==> config.mk <==
export PLATFORM = sky130hd
export DESIGN_NAME = crt_div
export DESIGN_NICKNAME = d
export VERILOG_FILES = /design/src/hdl/crt_pkg.sv /design/src/hdl/crt_div.sv
export VERILOG_INCLUDE_DIRS = /design/src /design/src/hdl
export SDC_FILE = /design/constraint.sdc
export NUM_CORES = 1
export LEC_CHECK = 0
export BUFFER_PORTS_ARGS = -buffer_cell sky130_fd_sc_hd__buf_2
export CAP_MARGIN = 10
export CORE_UTILIZATION = 56
export CTS_BUF_LIST = sky130_fd_sc_hd__clkbuf_16
export CTS_CLUSTER_SIZE = 12
export DETAILED_ROUTE_END_ITERATION = 8
export PLACE_DENSITY = 0.82
export SLEW_MARGIN = 20
export SYNTH_ARGS = -nofsm -noshare
export SYNTH_HDL_FRONTEND = slang
export SYNTH_SLANG_ARGS = --single-unit
export TNS_END_PERCENT = 20
==> constraint.sdc <==
create_clock -name clk -period 4.3 [get_ports clk]
set_input_delay 0.645 -clock clk [delete_from_list [all_inputs] [get_ports clk]]
set_output_delay 0.645 -clock clk [all_outputs]
set_load 0.005 [all_outputs]
==> src/hdl/crt_solver_assert.svh <==
// Assertion macros shared by the solver modules.
`ifndef CRT_SOLVER_ASSERT_SVH
`define CRT_SOLVER_ASSERT_SVH
// Implication checked on every clock edge outside reset.
`define CRT_ASSERT_IMP(label, clk, rst_n, ante, cons) \
  label: assert property (@(posedge clk) disable iff (!rst_n) (ante) |-> (cons)) \
    else $error("assertion failed");
// Next-cycle implication checked outside reset.
`define CRT_ASSERT_NXT(label, clk, rst_n, ante, cons) \
  label: assert property (@(posedge clk) disable iff (!rst_n) (ante) |=> (cons)) \
    else $error("assertion failed");
`endif

==> src/hdl/crt_pkg.sv <==
// Shared constants and types of the CRT solver.
package crt_pkg;
  localparam int MAX_CONG_DEF = 4;
  localparam int MOD_W_DEF = 16;
  localparam int FIELD_W = 16;
  localparam int WIDE_W = 64;
  localparam int STAT_W = 2;

  localparam logic [STAT_W-1:0] ST_OK = 2'd0;
  localparam logic [STAT_W-1:0] ST_NOT_COPRIME = 2'd1;
  localparam logic [STAT_W-1:0] ST_ZERO_MOD = 2'd2;
  localparam logic [STAT_W-1:0] ST_TOO_MANY = 2'd3;

  // divider request/response bundle
  typedef struct packed {
    logic start;
  } div_ctl_t;

  typedef struct packed {
    logic busy;
    logic done;
  } div_sts_t;
endpackage

==> src/hdl/crt_div.sv <==
// Shared restoring divider: 64-bit dividend by 64-bit divisor, one bit a cycle.
module crt_div (
  input  logic                          clk,
  input  logic                          rst_n,
  input  crt_pkg::div_ctl_t             ctl,
  input  logic [crt_pkg::WIDE_W-1:0]    dividend,
  input  logic [crt_pkg::WIDE_W-1:0]    divisor,
  output crt_pkg::div_sts_t             sts,
  output logic [crt_pkg::WIDE_W-1:0]    quot,
  output logic [crt_pkg::WIDE_W-1:0]    rem
);
  localparam int W = crt_pkg::WIDE_W;
  localparam int CW = $clog2(W + 1);

  logic [W-1:0] q_r, q_nxt, r_r, r_nxt, d_r, d_nxt;
  logic [CW-1:0] cnt_r, cnt_nxt;
  logic busy_r, busy_nxt, done_r, done_nxt;
  logic [W:0] shl;
  logic [W:0] diff;

  always_comb begin
    q_nxt = q_r;
    r_nxt = r_r;
    d_nxt = d_r;
    cnt_nxt = cnt_r;
    busy_nxt = busy_r;
    done_nxt = 1'b0;
    shl = {r_r, q_r[W-1]};
    diff = shl - {1'b0, d_r};
    if (ctl.start) begin
      q_nxt = dividend;
      r_nxt = '0;
      d_nxt = divisor;
      cnt_nxt = CW'(W);
      busy_nxt = 1'b1;
    end else if (busy_r) begin
      if (!diff[W]) begin
        r_nxt = diff[W-1:0];
        q_nxt = {q_r[W-2:0], 1'b1};
      end else begin
        r_nxt = shl[W-1:0];
        q_nxt = {q_r[W-2:0], 1'b0};
      end
      cnt_nxt = cnt_r - 1'b1;
      if (cnt_r == CW'(1)) begin
        busy_nxt = 1'b0;
        done_nxt = 1'b1;
      end
    end
  end

  always_ff @(posedge clk) begin
    q_r <= q_nxt;
    r_r <= r_nxt;
    d_r <= d_nxt;
    if (!rst_n) begin
      cnt_r <= '0;
      busy_r <= 1'b0;
      done_r <= 1'b0;
    end else begin
      cnt_r <= cnt_nxt;
      busy_r <= busy_nxt;
      done_r <= done_nxt;
    end
  end

  assign sts.busy = busy_r;
  assign sts.done = done_r;
  assign quot = q_r;
  assign rem = r_r;

`include "crt_solver_assert.svh"
  `CRT_ASSERT_IMP(a_div_done_idle, clk, rst_n, done_r, !busy_r)
  `CRT_ASSERT_NXT(a_div_start_busy, clk, rst_n, ctl.start, busy_r)
  `CRT_ASSERT_IMP(a_div_cnt, clk, rst_n, busy_r, cnt_r != '0)
endmodule

# Word level (Yosys, flattened, before mapping)
# Cells that the tools add are included.
[word_totals]
reg_bits = 201
input_bits = 131
out_inout_bits = 130
wordCells = 25
[classes]
n_addsub = 2
n_eq_ne = 1
mux = 10
bitwise = 2
n_reduce_logical = 3
[op_table]
columns = ["operator", "count"]
rows = [
  ["64-bit two-way mux", 3],
  ["65-bit by 64-bit subtractor with 65-bit output", 1],
  ["7-bit two-way mux", 2],
  ["7-bit by 1-bit equality test with 1-bit output, second input constant", 1],
  ["7-bit by 1-bit subtractor with 7-bit output, second input constant", 1],
  ["1-bit two-way mux", 5],
  ["3-bit OR reduction", 1],
  ["1-bit NOT", 2],
  ["2-bit nonzero test", 1],
  ["2-bit OR reduction", 1],
]

# Depth between registers and ports, before layout
[depth]
depth_word = 4
depth_mapped = 15
ltp_nobuf = 13

# Least setup slack after synthesis
# OpenSTA, ideal clock, no wires.
[synth_path]
path_type = "flip-flop to flip-flop"
from = "register q_r[63], in the netlist quot[63]"
to = "register r_r[62], in the netlist rem[62]"
setup_time_ps = 91
t_arrival_ps = 2929
t_required_ps = 4209
path_slack_ps = 1280
path_stages_with_launch = 16
path_buffers = 2
period_less_slack_ps = 3020
path_cell_list = "edfxtp_1 inv_1 ha_1 fa_1 nor2b_1 o31ai_1 a31oi_1 a31o_2 o21ai_4 o2111ai_2 a21o_2 and2_4 buf_12 buf_8 o2111ai_1 a311oi_1"
[synth_via]
elab_chain_cells = 2
[synth_rtl]
columns = ["element", "line", "source"]
rows = [
  ["start: declaration", "crt_div.sv:15", "logic [W-1:0] q_r, q_nxt, r_r, r_nxt, d_r, d_nxt;"],
  ["start signal: assignment", "crt_div.sv:53", "q_r <= q_nxt;"],
  ["65-bit by 64-bit subtractor with 65-bit output", "crt_div.sv:29", "diff = shl - {1'b0, d_r};"],
  ["64-bit two-way mux", "crt_div.sv:37", "if (!diff[W]) begin"],
  ["end signal: assignment", "crt_div.sv:54", "r_r <= r_nxt;"],
  ["end: declaration", "crt_div.sv:15", ""],
]
# Every way passes these cells.
# A chain may end at the register's enable or synchronous reset.

# Final worst setup path
[layout_path]
from = "register q_r[63], in the netlist quot[63]"
to = "register r_r[11], in the netlist rem[11]"
# Same word-level chain as after synthesis.

==> impl_metrics.csv <==
group,metric,value,unit
power,p_seq_frac,0.428,
logic_synthesis,synth_top_family_by_area,"compound AO/OA/AOI/OAI gates",
hold_path,min_to,"d_r[12]",
logic_synthesis,synth_edf_count,128,
global_route,gr-usage-all-layers,0.282,
logic_synthesis,synth_async_sr_flop_share,0,
logic_synthesis,synth_ff_type,"edfxtp_1",
placement,post-dp-hpwl,23500,um
global_route,grt_max_degree,76,
sta,finClkSkew,0.0141,ns
finish,final_cell_mix,"buf_2, edfxtp_1, nor2_1",
power,clockPowerShare,0.310,
worst_setup_path,path_class,"flop to flop",
routing,vias,10000,
finish,seqCellArea,5310,um2
hold_path,hold_depth,1,
logic_synthesis,yosys_warnings,0,
worst_setup_path,arrival,4.15,ns
finish,area_growth,16.8,%
logic_synthesis,mappedNetlistArea,12000,um2
clocking,cts_made_buffers,22,
clocking,h-tree-depth,1,
outcome,status,"finished clean",
hold_path,hp-class,"input port to flop",
power,power.density,395,nW/um2
sta,setup_viol,0,
sta,max_freq,0.265,GHz
sta,slew_headroom,0.400,
global_route,antenna_found_initial,1,
clocking,cts_resized,0,
routing,avgRoutedWirePerCell,18.4,um
routing,first_iter_violations,630,
power,p_sw_frac,0.314,
finish,nFillCells,1654,
die,boundaryPins,261,
job,cap_violations,0,
global_route,grt_overflow,0,
global_route,grt_pass1_vias,9560,
logic_synthesis,synthMuxAreaShare,0.0981,
clocking,clk_pin_slew,0.06,ns
power,p_sw,1.74,mW
die,rows,53,
worst_setup_path,rr_endpoint,"rem[11]",
sta,finalCriticalPeriod,3.78,ns
clocking,worstSkewPairLatency,0.53,ns
finish,fin_cells,1715,
die,start_util,0.572,
worst_setup_path,r2r-start,"quot[63]",
sta,fin_tns_setup,0,ns
global_route,grt_pass1_wl,49500,um
sta,holdWs,0.291,ns
logic_synthesis,synth_xor_area_frac,0.0444,
worst_setup_path,crit_path_end_kind,"flop",
clocking,cts_root_buf,"clkbuf_16",
placement,numPortBuffers,260,
power,leakagePower,6.20,nW
logic_synthesis,avgSynthCellArea,10.1,um2
logic_synthesis,synth_fa_ha_area_frac,0.0703,
logic_synthesis,synth_compound_area_frac,0.174,
worst_setup_path,critical_path_required,4.67,ns
finish,multi_input_area,6030,um2
placement,numPlacedInstances,1674,
logic_synthesis,seq_area_frac_synth,0.441,
logic_synthesis,synth_cell_type_count,71,
sta,hold_viol,0,
clocking,tritoncts,"done",
logic_synthesis,synthSimpleGateAreaFrac,0.114,
clocking,hold_buffers,0,
placement,place.gp.congestion,0.930,
clocking,cts.sinks,201,
routing,drtAntennaViolNets,0,
clocking,cts_setup_buffers,0,
finish,drive_gt1_frac,0.262,
power,power_frac_comb,0.261,
sta,drv_slew,0,
worst_setup_path,worst-path-max-fanout,40,
routing,drtPass1Iterations,5,
finish,final_common_cell,"buf_2",
worst_setup_path,r2r_cells,14,
routing,drc,0,
routing,viasPerCell,5.84,
finish,layout.nets,1621,
sta,min_period_over_period,0.879,
die,core,21000,um2
power,ir_drop,313,uV
logic_synthesis,synthCells,1194,
sta,rsz0062_at_grt,"no",
worst_setup_path,start_kind,"flop",
logic_synthesis,syn_nets,1392,
worst_setup_path,r2r_setup_slack,0.52,ns
routing,wl,31600,um
hold_path,min-delay-start,"divisor[12]",
clocking,clockBufferDepth,3,
die,die_area,22100,um2
die,die_y,149,um
power,p_int,3.81,mW
die,fp.dieW,149,um
logic_synthesis,ys_ff_latch,201,
sta,worst_pin_slew,0.901,ns
[critical path: stages (launching register included)]
cell       delay [ns]
edfxtp_1         0.37
inv_1            0.05
ha_1             0.22
fa_1             0.40
nor2b_1          0.19
o31ai_1          0.11
a31oi_1          0.24
a31o_2           0.28
o21ai_4          0.11
o2111ai_2        0.23
a21o_2           0.22
and2_4           0.57
buf_12           0.29
mux2i_1          0.24
a211oi_1         0.10
[routing by layer]
metal,routed length (um),global-route usage,part of all wire,up-vias
li1,-,-,-,4835
met5,0,0,0,-
met3,1960,0.0451,0.062,63
met4,1160,0.0959,0.037,0
met1,12900,0.354,0.41,4755
met2,15500,0.493,0.49,360
[cell type report]
| class | instances | area share |
|---|---|---|
| Sequential cell | 201 | 0.378 |
| Clock inverter | 18 | 0.00712 |
| Timing Repair Buffer | 267 | 0.0977 |
| Antenna cell | 1 | 0.000178 |
| Multi-Input combinational cell | 839 | 0.429 |
| Tap cell | 275 | 0.0245 |
| Inverter | 92 | 0.0246 |
| Clock buffer | 22 | 0.0392 |
[worst max-delay path by stage]
| stage | startpoint | to | slack (ns) | cells after the start |
|---|---|---|---|---|
| after floorplan | quot[63] | rem[62] | 1.28 | 15 |
| after global placement | quot[63] | rem[19] | 0.70 | 14 |
| after detailed placement | quot[63] | rem[11] | 0.52 | 14 |
| after CTS | quot[63] | rem[11] | 0.51 | 14 |
| after global routing | quot[63] | rem[4] | 0.24 | 14 |
| final | quot[63] | rem[11] | 0.52 | 14 |
[cells in the mapped netlist (3+ instances only)]
cell	instances	area, um2
ha_1	66	826
or3_1	3	18.8
and2_1	3	18.8
mux2i_1	47	470
a21oi_1	81	405
a41oi_1	4	35.0
dfxtp_1	73	1460
nand4_1	21	131
a211o_1	4	35.0
o21ai_1	6	30.0
a21o_1	27	203
buf_12	5	100
and3_1	13	81.3
clkbuf_1	41	154
inv_1	90	338
nand2_1	75	282
edfxtp_1	128	3840
and4_1	3	26.3
nor4_1	5	31.3
o22ai_1	3	18.8
a21oi_2	3	26.3
xnor2_1	39	342
o21a_1	15	113
a31oi_1	6	37.5
o2111ai_1	4	35.0
nand3_1	18	90.1
nor2_1	109	409
nor3_1	20	100
a221o_1	4	40.0
o21ai_0	37	185
mux2_2	63	709
nand2b_1	3	18.8
o21bai_1	14	105
buf_2	12	60.1
or2_1	3	18.8
o31ai_1	9	67.6
a311oi_1	5	43.8
nor2b_1	6	37.5
xor2_1	22	193
a211oi_1	62	465
buf_4	3	22.5
[kinds of logic after synthesis]
group / after synthesis
mux: 110
fa+ha+maj: 67
buf+inv: 154
compound gates: 307
flops: 201
xor+xnor: 61
simple gates: 294
[metrics by stage]
| stage | setup WS, ns | power [mW] | utilization | cell area, um2 |
|---|---|---|---|---|
| finish | 0.521 | 5.56 | 0.668 | 14100 |
| global route | 0.244 | 5.81 | 0.668 | 14100 |
| CTS | 0.508 | 5.58 | 0.668 | 14000 |
| floorplan | 1.28 | 3.42 | - | 12000 |
| global placement | 0.696 | 3.81 | 0.637 | 13400 |
| detailed placement | 0.524 | 3.85 | 0.637 | 13400 |
[state kept, by name, summed over array words and instances (netlist names)]
| signal | flops |
|---|---|
| quot | 64 |
| cnt_r | 7 |
| d_r | 64 |
| done_r | 1 |
| rem | 64 |
| busy_r | 1 |
[power groups by stage]
stage               Combinational [mW]  Clock (mW)  Sequential [mW]
CTS                               1.45        1.75             2.38
global route                      1.59        1.82             2.40
detailed placement                1.43           0             2.42
floorplan                         1.03           0             2.39
global placement                  1.40           0             2.41
finish                            1.45        1.72             2.38
(Power assumes the default switching activity.)
